<file path="config.mk">
export PLATFORM = sky130hd
export DESIGN_NAME = tkb_div
export DESIGN_NICKNAME = d
export VERILOG_FILES = /design/src/rtl/tkb_div.sv
export SDC_FILE = /design/constraint.sdc
export NUM_CORES = 1
export LEC_CHECK = 0
export ABC_AREA = 1
export BUFFER_PORTS_ARGS = -buffer_cell sky130_fd_sc_hd__buf_2
export CAP_MARGIN = 20
export CORE_MARGIN = 1
export CORE_UTILIZATION = 55
export CTS_CLUSTER_SIZE = 40
export DETAILED_ROUTE_END_ITERATION = 10
export PLACE_DENSITY = 0.77
export SLEW_MARGIN = 20
export SYNTH_ARGS = -nofsm -noshare
export SYNTH_HDL_FRONTEND = slang
export SYNTH_SLANG_ARGS = --single-unit
export TNS_END_PERCENT = 10
</file>
<file path="constraint.sdc">
create_clock -name clk_i -period 6.5 [get_ports clk_i]
set_input_delay 0.975 -clock clk_i [delete_from_list [all_inputs] [get_ports clk_i]]
set_output_delay 0.975 -clock clk_i [all_outputs]
set_load 0.02 [all_outputs]
</file>
<file path="src/rtl/tkb_div.sv">
`timescale 1ns / 1ps
`default_nettype none
// ----------------------------------------------------------------------------
// Kalman gain divider
// Restoring divider forming floor(P * 2^24 / D), one quotient bit per cycle.
// ----------------------------------------------------------------------------
module tkb_div (
  input  wire logic        clk_i,
  input  wire logic        rst_ni,
  input  wire logic        start_i,
  input  wire logic [31:0] num_i,
  input  wire logic [32:0] den_i,
  output logic             done_o,
  output logic [24:0]      quot_o
);

  logic        busy_q, busy_d;
  logic        done_q, done_d;
  logic [4:0]  cnt_q, cnt_d;
  logic [33:0] rem_q, rem_d;
  logic [32:0] den_q, den_d;
  logic [24:0] quot_q, quot_d;

  logic        ge;
  logic [33:0] rem_n;

  always_comb begin
    ge    = rem_q >= {1'b0, den_q};
    rem_n = ge ? rem_q - {1'b0, den_q} : rem_q;

    busy_d = busy_q;
    done_d = done_q;
    cnt_d  = cnt_q;
    rem_d  = rem_q;
    den_d  = den_q;
    quot_d = quot_q;

    if (start_i) begin
      rem_d  = {2'b00, num_i};
      den_d  = den_i;
      quot_d = '0;
      cnt_d  = 5'd24;
      if (den_i == '0) begin
        busy_d = 1'b0;
        done_d = 1'b1;
      end else begin
        busy_d = 1'b1;
        done_d = 1'b0;
      end
    end else if (busy_q) begin
      quot_d = {quot_q[23:0], ge};
      rem_d  = {rem_n[32:0], 1'b0};
      cnt_d  = cnt_q - 5'd1;
      if (cnt_q == '0) begin
        busy_d = 1'b0;
        done_d = 1'b1;
      end
    end
  end

  always_ff @(posedge clk_i or negedge rst_ni) begin
    if (!rst_ni) begin
      busy_q <= 1'b0;
      done_q <= 1'b0;
      cnt_q  <= '0;
    end else begin
      busy_q <= busy_d;
      done_q <= done_d;
      cnt_q  <= cnt_d;
    end
  end

  always_ff @(posedge clk_i) begin
    rem_q  <= rem_d;
    den_q  <= den_d;
    quot_q <= quot_d;
  end

  assign done_o = done_q;
  assign quot_o = quot_q;

endmodule
`default_nettype wire

</file>
==> impl_metrics.tcl <==
set metrics [dict create \
    outcome "finished, final reports clean" \
    post_cts_buffers 0 \
    grt_setup_unrepaired "no" \
    n_antenna_cell 0 \
    cts_max_level 3 \
    die_w_um 115 \
    synth_cells 940 \
    ys_warn_count 0 \
    grt_use_total_pct 25.5 \
    antenna_found_initial 0 \
    worstPathArrival_ns 3.23 \
    yosysSeqAreaShare_pct 37.7 \
    dpl.hpwl_um 12400 \
    period_needed_ns 2.98 \
    drc 0 \
    avgSynthCellArea_um2 7.53 \
    nFillCells 1168 \
    clock_path_buffers 2 \
    vias 6072 \
    leakage_nw 4.04 \
    ant_nets 0 \
    holdBufCountCts 0 \
    layout-drive-gt1-share_pct 20.6 \
    yosysTopAreaCell "edfxtp_1" \
    max_slew_margin_pct 27.9 \
    dieArea_mm2 0.0133 \
    die_h_um 115 \
    cts_tree "done" \
    mappedNetlistArea_mm2 0.00708 \
    grt_max_degree 60 \
    grt_overflow 0 \
    ys_top_cells_by_count "308 x nand2_1, 171 x inv_1, 65 x edfxtp_1, 41 x nand2_2, 40 x nand3b_1" \
    root_buffer "clkbuf_16" \
    ff2ff_setup_slack_ns 3.52 \
    drt-vias-per-instance 5.04 \
    dp_cells 1188 \
    worstHoldPathType "input pin to asynchronous set/reset pin" \
    gp_congestion 0.948 \
    portBuffers 93 \
    endpoint_kind "flop" \
    synthFlopType "edfxtp_1" \
    timing.rr.start "rem_q[21]" \
    hold_viol 0 \
    drt_wl_total_um 16200 \
    setup_slack_ns 3.52 \
    path_clk_slew_ns 0.08 \
    tightestPinTransition_ns 1.08 \
    drv_cap 0 \
    core_region_area_mm2 0.0126 \
    cts_num_sinks 99 \
    synth_edf_count 65 \
    fin_crit_sh_pct 45.8 \
    stdcell_count 1204 \
    cp_max_fo 34 \
    start_util_pct 56.3 \
    grt_pass1_wl_um 26300 \
    cts_resized 0 \
    worstSkewPairLatency_ns 0.36 \
    drt_pre_antenna_iters 7 \
    synth_top_cell_area_share_pct 27.6 \
    nets 1131 \
    fmax_mhz 336 \
    grt_pass1_vias 5566 \
    pre_cts_ws_ns 3.55 \
    syn_to_final_growth_pct 12.3 \
    cp.required_ns 6.76 \
    ios 94 \
    numCtsBuffers 9 \
    path_class "flop to flop" \
    power.total_w 0.00325 \
    synth_cell_type_count 44 \
    synthArstFlopShare_pct 7.07 \
    row_count 41 \
    setup-violations-final 0 \
    tns_ns 0 \
    synth_area_leaders "edfxtp_1 28%, nand2_1 16%, inv_1 9.1%" \
    critPathLaunch "rem_q[21]" \
    initialDrtViolationCount 356 \
    synth-seq-cells 99 \
    syn_nets 1044 \
    drv_slew 0 \
    yosysMostFrequentCell "nand2_1" \
    vdd_ir_drop_max_mv 0.249 \
    powerDensity_mw_per_mm2 409 \
    wl_per_cell_um 13.5 \
    r2r_end "rem_q[32]" \
    worst_setup_path_start_kind "flop" \
    r2r_cells 12 \
    fin_worst_skew_ns 0.0105 \
]
## critical path, stage by stage, from the launching register on
cell      delay, ns
edfxtp_1       0.40
ha_1           0.38
nand2_2        0.15
nor2_2         0.06
inv_2          0.07
nor3_2         0.05
and2_4         0.17
a21oi_4        0.83
nand2_8        0.37
nand2_1        0.20
nand2_1        0.07
nand2_1        0.06
nand2_1        0.04
## final cells by class
| class | instances | area, µm² | share of cell area, % |
|---|---|---|---|
| Multi-Input combinational cell | 642 | 3580 | 45.1 |
| Sequential cell | 99 | 2670 | 33.6 |
| Inverter | 179 | 674 | 8.49 |
| Timing Repair Buffer | 96 | 488 | 6.14 |
| Clock buffer | 9 | 225 | 2.83 |
| Tap cell | 172 | 215 | 2.71 |
| Clock inverter | 7 | 96.3 | 1.21 |
## worst max path at each step
stage                end
2_1_floorplan   rem_q[0]
3_3_place_gp   rem_q[16]
3_5_place_dp   rem_q[25]
4_1_cts        rem_q[32]
5_1_grt        rem_q[32]
6_report       rem_q[32]
## cell families after synthesis
family	count (synthesis)	synth area share [%]
AOI/OAI and AO/OA	65	5.41
xor gates and xnor gates	15	1.86
DFF	99	37.7
and+or+nand+nor	526	36.9
buffers and inverters	199	11.7
adders and majority gates	36	6.47
## state kept, by name (all words and copies together) (netlist names)
register	flops
done_o	1
busy_q	1
rem_q	34
cnt_q	5
quot_o	25
den_q	33
## through the flow
| step | utilization, % | area (µm²) | hold WS [ns] |
|---|---|---|---|
| 6_report | 63.2 | 7950 | 0.440 |
| 5_1_grt | 63.2 | 7950 | 0.442 |
| 4_1_cts | 63.2 | 7950 | 0.437 |
| 3_5_place_dp | 60.7 | 7630 | 0.449 |
| 3_3_place_gp | 60.7 | 7620 | 0.442 |
| 2_1_floorplan | - | 7080 | 0.439 |
## power by group
part / internal [W] / leakage (nW) / total, W / switching (W)
registers: 0.000818 / 0.959 / 0.000881 / 0.0000622
logic: 0.000639 / 2.93 / 0.00180 / 0.00116
clock network: 0.000284 / 0.156 / 0.000572 / 0.000289
total: 0.00174 / 4.04 / 0.00325 / 0.00151
## layout by cell type, fill, tap and decap left out, types with 18 or more instances in the layout
cell type	n
buf_2	93
nand3b_1	40
a21oi_1	22
nor2_1	38
o22ai_1	24
nand3_2	32
ha_1	35
dfxtp_1	27
nand2_2	41
edfxtp_1	65
nand2_1	308
inv_1	171
nand3_1	18
## routing by layer
layer	wire (µm)	global-route usage, %	vias to the layer above	share of wire (%)
met5	0	0	-	0
met1	8000	36.3	2747	49
met2	7110	40.1	161	44
met3	847	4.08	18	5.2
met4	267	7.62	0	1.6
li1	-	-	3146	-
Power figures use the tool's default switching activity.
