### src/rtl/tkb_pkg.sv
`timescale 1ns / 1ps
`default_nettype none
// ----------------------------------------------------------------------------
// Tilt drive package
// Shared constants, codes and helper functions for the tilt estimator.
// ----------------------------------------------------------------------------
package tkb_pkg;

  localparam int unsigned CORDIC_STEPS = 20;

  localparam logic signed [24:0] NINETY_Q16 = 25'sd5898240;
  localparam logic signed [47:0] EST_MAX    = 48'sd16777215;
  localparam logic signed [47:0] EST_MIN    = -48'sd16777216;

  localparam logic [23:0] PROCESS_NOISE_RST  = 24'd58982;
  localparam logic [23:0] MEASURE_NOISE_RST  = 24'd655;
  localparam logic [23:0] STEP_TIME_RST      = 24'd64525;
  localparam logic [6:0]  TILT_THRESHOLD_RST = 7'd2;
  localparam logic [15:0] PWM_PERIOD_RST     = 16'd20000;
  localparam logic [31:0] ERROR_COV_RST      = 32'd262144;

  localparam logic [6:0]  DUTY_BELOW = 7'd115;
  localparam logic [6:0]  DUTY_BAND  = 7'd75;
  localparam logic [6:0]  DUTY_ABOVE = 7'd35;
  localparam logic [13:0] RECIP_1000 = 14'd8389;
  localparam logic [9:0]  THOUSAND   = 10'd1000;

  typedef enum logic [2:0] {
    REG_PROCESS_NOISE  = 3'd0,
    REG_MEASURE_NOISE  = 3'd1,
    REG_STEP_TIME      = 3'd2,
    REG_TILT_THRESHOLD = 3'd3,
    REG_PWM_PERIOD     = 3'd4
  } reg_idx_e;

  typedef enum logic [1:0] {
    DIR_BELOW = 2'd0,
    DIR_BAND  = 2'd1,
    DIR_ABOVE = 2'd2
  } dir_e;

  function automatic logic [31:0] atan_deg(input logic [4:0] idx);
    logic [31:0] r;
    case (idx)
      5'd0:  r = 32'd754974720;
      5'd1:  r = 32'd445687602;
      5'd2:  r = 32'd235489088;
      5'd3:  r = 32'd119537938;
      5'd4:  r = 32'd60000934;
      5'd5:  r = 32'd30029717;
      5'd6:  r = 32'd15018523;
      5'd7:  r = 32'd7509720;
      5'd8:  r = 32'd3754917;
      5'd9:  r = 32'd1877466;
      5'd10: r = 32'd938734;
      5'd11: r = 32'd469367;
      5'd12: r = 32'd234684;
      5'd13: r = 32'd117342;
      5'd14: r = 32'd58671;
      5'd15: r = 32'd29335;
      5'd16: r = 32'd14668;
      5'd17: r = 32'd7334;
      5'd18: r = 32'd3667;
      5'd19: r = 32'd1833;
      5'd20: r = 32'd917;
      5'd21: r = 32'd458;
      5'd22: r = 32'd229;
      5'd23: r = 32'd115;
      5'd24: r = 32'd57;
      5'd25: r = 32'd29;
      5'd26: r = 32'd14;
      5'd27: r = 32'd7;
      5'd28: r = 32'd4;
      5'd29: r = 32'd2;
      5'd30: r = 32'd1;
      default: r = 32'd0;
    endcase
    return r;
  endfunction

  function automatic logic signed [24:0] sat25(input logic signed [47:0] v);
    logic signed [24:0] r;
    if (v > EST_MAX) begin
      r = 25'sd16777215;
    end else if (v < EST_MIN) begin
      r = -25'sd16777216;
    end else begin
      r = v[24:0];
    end
    return r;
  endfunction

endpackage
`default_nettype wire

### src/rtl/tkb_cordic.sv
`timescale 1ns / 1ps
`default_nettype none
// ----------------------------------------------------------------------------
// Tilt CORDIC
// Vectoring CORDIC giving -atan(y/z) in degrees, Q8.16, one step per cycle.
// ----------------------------------------------------------------------------
module tkb_cordic
  import tkb_pkg::*;
(
  input  wire logic               clk_i,
  input  wire logic               rst_ni,
  input  wire logic               start_i,
  input  wire logic signed [15:0] accel_y_i,
  input  wire logic signed [15:0] accel_z_i,
  output logic                    done_o,
  output logic signed [24:0]      angle_o
);

  logic               busy_q, busy_d;
  logic               done_q, done_d;
  logic [4:0]         idx_q, idx_d;
  logic signed [39:0] x_q, x_d, y_q, y_d;
  logic signed [33:0] acc_q, acc_d;
  logic signed [24:0] angle_q, angle_d;

  logic signed [16:0] z_abs, y_sgn;
  logic signed [39:0] dx, dy;
  logic signed [33:0] atan_s, acc_n, fin;

  always_comb begin
    z_abs  = accel_z_i[15] ? -{accel_z_i[15], accel_z_i} : {accel_z_i[15], accel_z_i};
    y_sgn  = accel_z_i[15] ? -{accel_y_i[15], accel_y_i} : {accel_y_i[15], accel_y_i};
    dx     = y_q >>> idx_q;
    dy     = x_q >>> idx_q;
    atan_s = $signed({2'b00, atan_deg(idx_q)});
    acc_n  = y_q[39] ? acc_q - atan_s : acc_q + atan_s;
    fin    = (-acc_n + 34'sd128) >>> 8;

    busy_d  = busy_q;
    done_d  = done_q;
    idx_d   = idx_q;
    x_d     = x_q;
    y_d     = y_q;
    acc_d   = acc_q;
    angle_d = angle_q;

    if (start_i) begin
      done_d = 1'b0;
      idx_d  = '0;
      acc_d  = '0;
      x_d    = 40'(z_abs) <<< 20;
      y_d    = 40'(y_sgn) <<< 20;
      if (accel_z_i == 16'sd0) begin
        done_d = 1'b1;
        busy_d = 1'b0;
        if (accel_y_i > 16'sd0) begin
          angle_d = -NINETY_Q16;
        end else if (accel_y_i < 16'sd0) begin
          angle_d = NINETY_Q16;
        end else begin
          angle_d = '0;
        end
      end else begin
        busy_d = 1'b1;
      end
    end else if (busy_q) begin
      acc_d = acc_n;
      if (y_q[39]) begin
        x_d = x_q - dx;
        y_d = y_q + dy;
      end else begin
        x_d = x_q + dx;
        y_d = y_q - dy;
      end
      idx_d = idx_q + 5'd1;
      if (idx_q == 5'(CORDIC_STEPS - 1)) begin
        busy_d  = 1'b0;
        done_d  = 1'b1;
        angle_d = fin[24:0];
      end
    end
  end

  always_ff @(posedge clk_i or negedge rst_ni) begin
    if (!rst_ni) begin
      busy_q <= 1'b0;
      done_q <= 1'b0;
      idx_q  <= '0;
    end else begin
      busy_q <= busy_d;
      done_q <= done_d;
      idx_q  <= idx_d;
    end
  end

  always_ff @(posedge clk_i) begin
    x_q     <= x_d;
    y_q     <= y_d;
    acc_q   <= acc_d;
    angle_q <= angle_d;
  end

  assign done_o  = done_q;
  assign angle_o = angle_q;

endmodule
`default_nettype wire

### config.mk
export PLATFORM = sky130hd
export DESIGN_NAME = tkb_cordic
export DESIGN_NICKNAME = d
export VERILOG_FILES = /design/src/rtl/tkb_pkg.sv /design/src/rtl/tkb_cordic.sv
export SDC_FILE = /design/constraint.sdc
export NUM_CORES = 1
export LEC_CHECK = 0
export BUFFER_PORTS_ARGS = -buffer_cell sky130_fd_sc_hd__buf_2
export CAP_MARGIN = 10
export CORE_ASPECT_RATIO = 0.9
export CORE_MARGIN = 3
export CORE_UTILIZATION = 55
export DETAILED_ROUTE_END_ITERATION = 7
export HOLD_SLACK_MARGIN = 0.15
export MAX_ROUTING_LAYER = met4
export PLACE_DENSITY = 0.72
export SETUP_SLACK_MARGIN = 0.1
export SLEW_MARGIN = 30
export SYNTH_ARGS = -nofsm -noshare
export SYNTH_HDL_FRONTEND = slang
export SYNTH_SLANG_ARGS = --single-unit
### constraint.sdc
create_clock -name clk_i -period 9.75 [get_ports clk_i]
set_input_delay 1.95 -clock clk_i [delete_from_list [all_inputs] [get_ports clk_i]]
set_output_delay 1.95 -clock clk_i [all_outputs]
set_load 0.1 [all_outputs]
==> impl_metrics.json, run 1 <==
{
  "ys_top_cells_by_count": "nor2_1, nand2_1, a21oi_1, xnor2_1",
  "rows": 67,
  "cts_tree": "done",
  "area_growth_pct": 4.63,
  "drc": 0,
  "maxCapViolCount": 0,
  "cts.clk_slew.worst_paths_ns": 0.07,
  "fin_crit_ns": 8.13,
  "crit_top_cell": "nand4_1",
  "initial_core_util": 0.566,
  "worstSetupPathType": "flip-flop to flip-flop",
  "cts-root-buf": "clkbuf_16",
  "fin_skew_ns": 0.00894,
  "core_area_um2": 37800,
  "fillers": 3503,
  "hold_class": "flip-flop to flip-flop",
  "drive_gt1_frac": 0.121,
  "final_cells": 3052,
  "cpMaxStageDelayCell": "a211oi_1",
  "clk_latency_ns": 0.48,
  "place_congestion": 1.09,
  "rsz0062_at_grt": "no",
  "firstDrtPassIters": 6,
  "first_global_vias": 20700,
  "yosys-top-cells-area": "mux4_2, edfxtp_1, ha_1, dfxtp_1, xnor2_1",
  "cts_made_buffers": 17,
  "fp.dieH_um": 193,
  "postCtsHoldBufs": 0,
  "track_usage": 0.375,
  "netlist_area_um2": 21400,
  "grt_max_degree": 118,
  "period_share": 0.834,
  "cpPeakStageDelay_ns": 0.64,
  "crit_path_end_kind": "flip-flop",
  "path_max_fanout": 33,
  "async_flop_share": 0.0483,
  "synth.top_cell.area_share": 0.0915,
  "ys_seq_area_frac": 0.168,
  "diodes": 0,
  "totalWireLength_um": 77300,
  "nets": 2687,
  "netlist_instances": 2578,
  "syn_nets": 2743,
  "worst_pin_slew_ns": 1.05,
  "cts.repair.resized": 0,
  "synth_edf_count": 65,
  "dieArea_um2": 41300,
  "setup_viol": 0,
  "synth-seq-cells": 145,
  "die_w_um": 214,
  "viasPerCell": 7.03,
  "ff_latch_area_um2": 3610,
  "h-tree-depth": 4,
  "dp.cells": 3020,
  "post_cts_buffers": 0,
  "finalMaxSlewViolations": 0,
  "multiInputGateArea_um2": 16700,
  "antenna_found_initial": 0,
  "totalNegativeSetupSlack_ns": 0,
  "status": "completed",
  "cp.required_ns": 10.05,
  "vias": 21500,
  "synth.most_common_cell": "nor2_1",
  "cts.sinks": 145,
  "dp_hpwl_um": 58400,
  "grt_pass1_wl_um": 119000,
  "drt_iter0_drc": 2931,
  "design_area_um2": 22400,
  "crit_chain": "inv_2 -> ha_1 -> mux2i_1 -> o2bb2ai_1 -> a211oi_1 -> nand4_1 -> nor3b_2 -> nand4_1 -> o31ai_2 -> xor2_1 -> ha_1 -> nand4_1 -> or4_1 -> a31oi_1 -> or2_2 -> a21o_1 -> xor2_1 -> nor4_1 -> nand3_1 -> o41a_1 -> o31ai_1",
  "drtAntennaViolNets": 0,
  "relSlewSlack": 0.297,
  "synth_top_area_cell": "mux4_2",
  "postPlaceCellArea_um2": 21700,
  "critPathLaunchType": "flip-flop",
  "clock.fmax_mhz": 123,
  "wl_per_cell_um": 25.3,
  "overflow": 0,
  "cp.arrival_ns": 8.43,
  "synth_cell_types": 111,
  "port-buffer-count": 60,
  "ys.flop_type": "dfxtp_1",
  "max-clock-path-buffers": 2,
  "yosys_warnings": 0,
  "syn_area_per_cell_um2": 8.31,
  "pin_count": 61,
  "finalHoldViolCount": 0
}
[cells by family (layout without fill, tap and decap cells)]
family / after synthesis / after routing / share of synthesized area
muxes: 250 / 250 / 0.185
xor gates and xnor gates: 225 / 225 / 0.0924
buffers and inverters: 234 / 191 / 0.0537
adders and majority gates: 130 / 130 / 0.0770
DFF: 145 / 145 / 0.168
AOI/OAI and AO/OA: 785 / 785 / 0.245
and+or+nand+nor: 809 / 809 / 0.180
[per-layer routing]
metal / vias to the layer above / track usage / wire [um]
li1: 9667 / - / -
met1: 10200 / 0.462 / 29800
met2: 1300 / 0.589 / 35400
met3: 276 / 0.0789 / 8280
met4: 0 / 0.180 / 3870
met5: - / - / 0
[worst paths after layout]
check	slack [ns]	depth (start not counted)	startpoint	end
worst max-delay path	1.62	21	idx_q[0]	angle_o[23]
worst min-delay path	0.48	2	acc_q[14]	acc_q[14]
worst max register to register	1.62	21	idx_q[0]	angle_o[23]
worst min register to register	0.48	2	acc_q[14]	acc_q[14]
max in group asynchronous	8.16	1	rst_ni	busy_q
min in group asynchronous	1.34	1	rst_ni	idx_q[2]
[placed cells by master (no fill, tap or decap), drive strengths merged, types with 13 or more instances in the layout]
cell,n
buf,93
and2,26
o22ai,47
xnor2,131
a21o,58
nor2b,25
dfxtp,73
or3,18
a21oi,189
or2,16
o21a,25
a221oi,13
edfxtp,65
clkbuf,21
inv,70
nand2,229
mux2,37
o211ai,34
o21ai,136
a22o,14
nand3,46
o31ai,29
nand4,27
ha,127
mux2i,108
nor3,64
nor2,255
xor2,94
a211oi,39
nand2b,24
and3,28
mux4,105
a31oi,46
o21bai,23
[per-stage QoR]
stage | util | setup WS (ns) | hold slack (ns)
6_report | 0.593 | 1.62 | 0.481
4_1_cts | 0.593 | 1.68 | 0.480
3_3_place_gp | 0.575 | 1.90 | 0.446
5_1_grt | 0.593 | 0.836 | 0.499
2_1_floorplan | - | 2.70 | 0.432
3_5_place_dp | 0.575 | 1.73 | 0.462
[flip-flops by register name (all words and copies together) (netlist names)]
signal / cells
idx_q: 5
acc_q: 33
x_q: 40
done_o: 1
angle_o: 25
y_q: 40
busy_q: 1
[final cells by class]
type,instances,area share
multi-input combinational,2199,0.744
sequential,145,0.161
tap,517,0.0289
timing repair buffer,93,0.0251
clock buffer,21,0.0224
inverter,66,0.0111
clock inverter,11,0.00709
[worst max-delay path, delay by kind of cell (launching register included)]
kind                     cells  cell delay [ns]
XOR/XNOR                     2             0.29
adder cells (fa/ha/maj)      2             1.06
multiplexers                 1             0.16
AND/OR/NAND/NOR              8             2.90
buffers and inverters        1             0.60
flip-flops                   1             0.49
AO/OA/AOI/OAI                7             2.45
Power of run 1 is not shown: default switching activity piles up to over one toggle a cycle in this logic, so the estimate is an artifact.
==> inputs of run 2 (changes only) <==
==> constraint.sdc (replaced) <==
create_clock -name clk_i -period 7.8 [get_ports clk_i]
set_input_delay 1.56 -clock clk_i [delete_from_list [all_inputs] [get_ports clk_i]]
set_output_delay 1.56 -clock clk_i [all_outputs]
set_load 0.1 [all_outputs]
==> impl_metrics.json, run 2 (synthesized netlist as in run 1, its figures left out) <==
{
  "status": "completed",
  "drc": 0,
  "final_cell_mix": "nor2_1, nand2_1, a21oi_1, xnor2_1",
  "setup_viol": 0,
  "crit_top_cell": "or3_1",
  "nets": 2718,
  "viasPerCell": 6.95,
  "overflow": 0,
  "period_share": 0.946,
  "cts_made_buffers": 17,
  "firstDrtPassIters": 6,
  "cts_tree": "done",
  "wl_per_cell_um": 24.4,
  "grt_max_degree": 110,
  "rsz0062_at_grt": "no",
  "drtAntennaViolNets": 0,
  "first_global_vias": 20400,
  "cp.arrival_ns": 7.67,
  "totalNegativeSetupSlack_ns": 0,
  "h-tree-depth": 4,
  "vias": 21400,
  "path_buf_inv": 2,
  "postCtsHoldBufs": 0,
  "path_delay_family": "simple AND/OR/NAND/NOR gates",
  "initial_core_util": 0.566,
  "cpPeakStageDelay_ns": 0.66,
  "cts-root-buf": "clkbuf_16",
  "finalMaxSlewViolations": 0,
  "cp.required_ns": 8.09,
  "crit_chain": "buf_16 -> mux4_1 -> mux4_2 -> mux2_4 -> a2111oi_4 -> o211ai_1 -> or3_1 -> nor2_1 -> nand2_1 -> nor3_1 -> o31a_1 -> o21ai_1 -> ha_1 -> nand3_1 -> or3_1 -> a211oi_1 -> or2_2 -> a31oi_1 -> buf_4 -> o31ai_1 -> mux2_2 -> o2111ai_1",
  "rows": 67,
  "drive_gt1_frac": 0.133,
  "core_area_um2": 37800,
  "largest_registers": "x_q x40, y_q x40, acc_q x33",
  "track_usage": 0.366,
  "worstSetupPathType": "flip-flop to flip-flop",
  "worst_pin_slew_ns": 0.928,
  "port-buffer-count": 60,
  "cpMaxStageDelayCell": "mux4_1",
  "critPathLaunchType": "flip-flop",
  "cts.clk_slew.worst_paths_ns": 0.07,
  "dieArea_um2": 41300,
  "clk_latency_ns": 0.49,
  "dp_hpwl_um": 57500,
  "area_growth_pct": 5.84,
  "drt_iter0_drc": 2503,
  "finalHoldViolCount": 0,
  "diodes": 0,
  "grt_pass1_wl_um": 116000,
  "max-clock-path-buffers": 2,
  "pin_count": 61,
  "final_common_cell": "nor2_1",
  "relSlewSlack": 0.379,
  "path_max_fanout": 80,
  "hold_class": "flip-flop to flip-flop",
  "antenna_found_initial": 0,
  "clock.fmax_mhz": 136,
  "cts.sinks": 145,
  "fp.dieH_um": 193,
  "fin_crit_ns": 7.38,
  "die_w_um": 214,
  "fin_skew_ns": 0.0117,
  "maxCapViolCount": 0,
  "fin_util": 0.600,
  "totalWireLength_um": 75300,
  "crit_path_end_kind": "flip-flop",
  "place_congestion": 1.03
}
-- run 2: changes by cell type in the layout (fill, tap and decap cells not counted), sizes merged --
| cell | delta |
|---|---|
| clkinv | +2 |
| buf | +31 |
| inv | +1 |
| bufinv | -3 |
-- run 2: routing by layer --
layer	GRT usage	up-vias	share of wire
met5	-	-	0
met3	0.0811	248	0.098
met4	0.194	0	0.056
met2	0.571	1118	0.46
met1	0.444	10300	0.39
li1	-	9731	-
-- run 2: layout make-up --
class	instances	area [um^2]
repair buffers	124	882
clock buffers	21	504
well taps	517	647
clock inverters	11	82.6
inverters	66	248
flip-flops and latches	145	3610
fillers	3406	15100
multi-input cells	2199	16700
-- run 2: worst paths after layout --
kind	from	to	slack, ns	cells past startpoint
min reg2reg	acc_q[11]	acc_q[11]	0.47	2
max	idx_q[0]	x_q[38]	0.42	22
min	acc_q[11]	acc_q[11]	0.47	2
max reg2reg	idx_q[0]	x_q[38]	0.42	22
min in group asynchronous	rst_ni	idx_q[4]	0.93	1
max in group asynchronous	rst_ni	busy_q	6.65	1
-- run 2: timing repair --
item,CTS,global route
gates resized for setup,0,5
hold endpoints to repair,0,0
buffers inserted,0,0
endpoints found under the setup margin,0,7
-- run 2: worst min-delay path, delay by kind of cell (launching register included) --
kind	cells	cell delay, ns
AOI/OAI and AO/OA	1	0.06
DFF	1	0.33
and+or+nand+nor	1	0.04
-- run 2: through the flow --
stage               hold slack [ns]  area [um^2]  std cells  setup slack (ns)
floorplan                     0.432        21400       2578             0.755
global placement              0.451        22100       3051             0.662
detailed placement            0.458        22100       3051             0.386
CTS                           0.473        22600       3083             0.330
global route                  0.501        22700       3083             0.137
finish                        0.467        22700       3083             0.422
Power of run 2 is left out for the same reason.
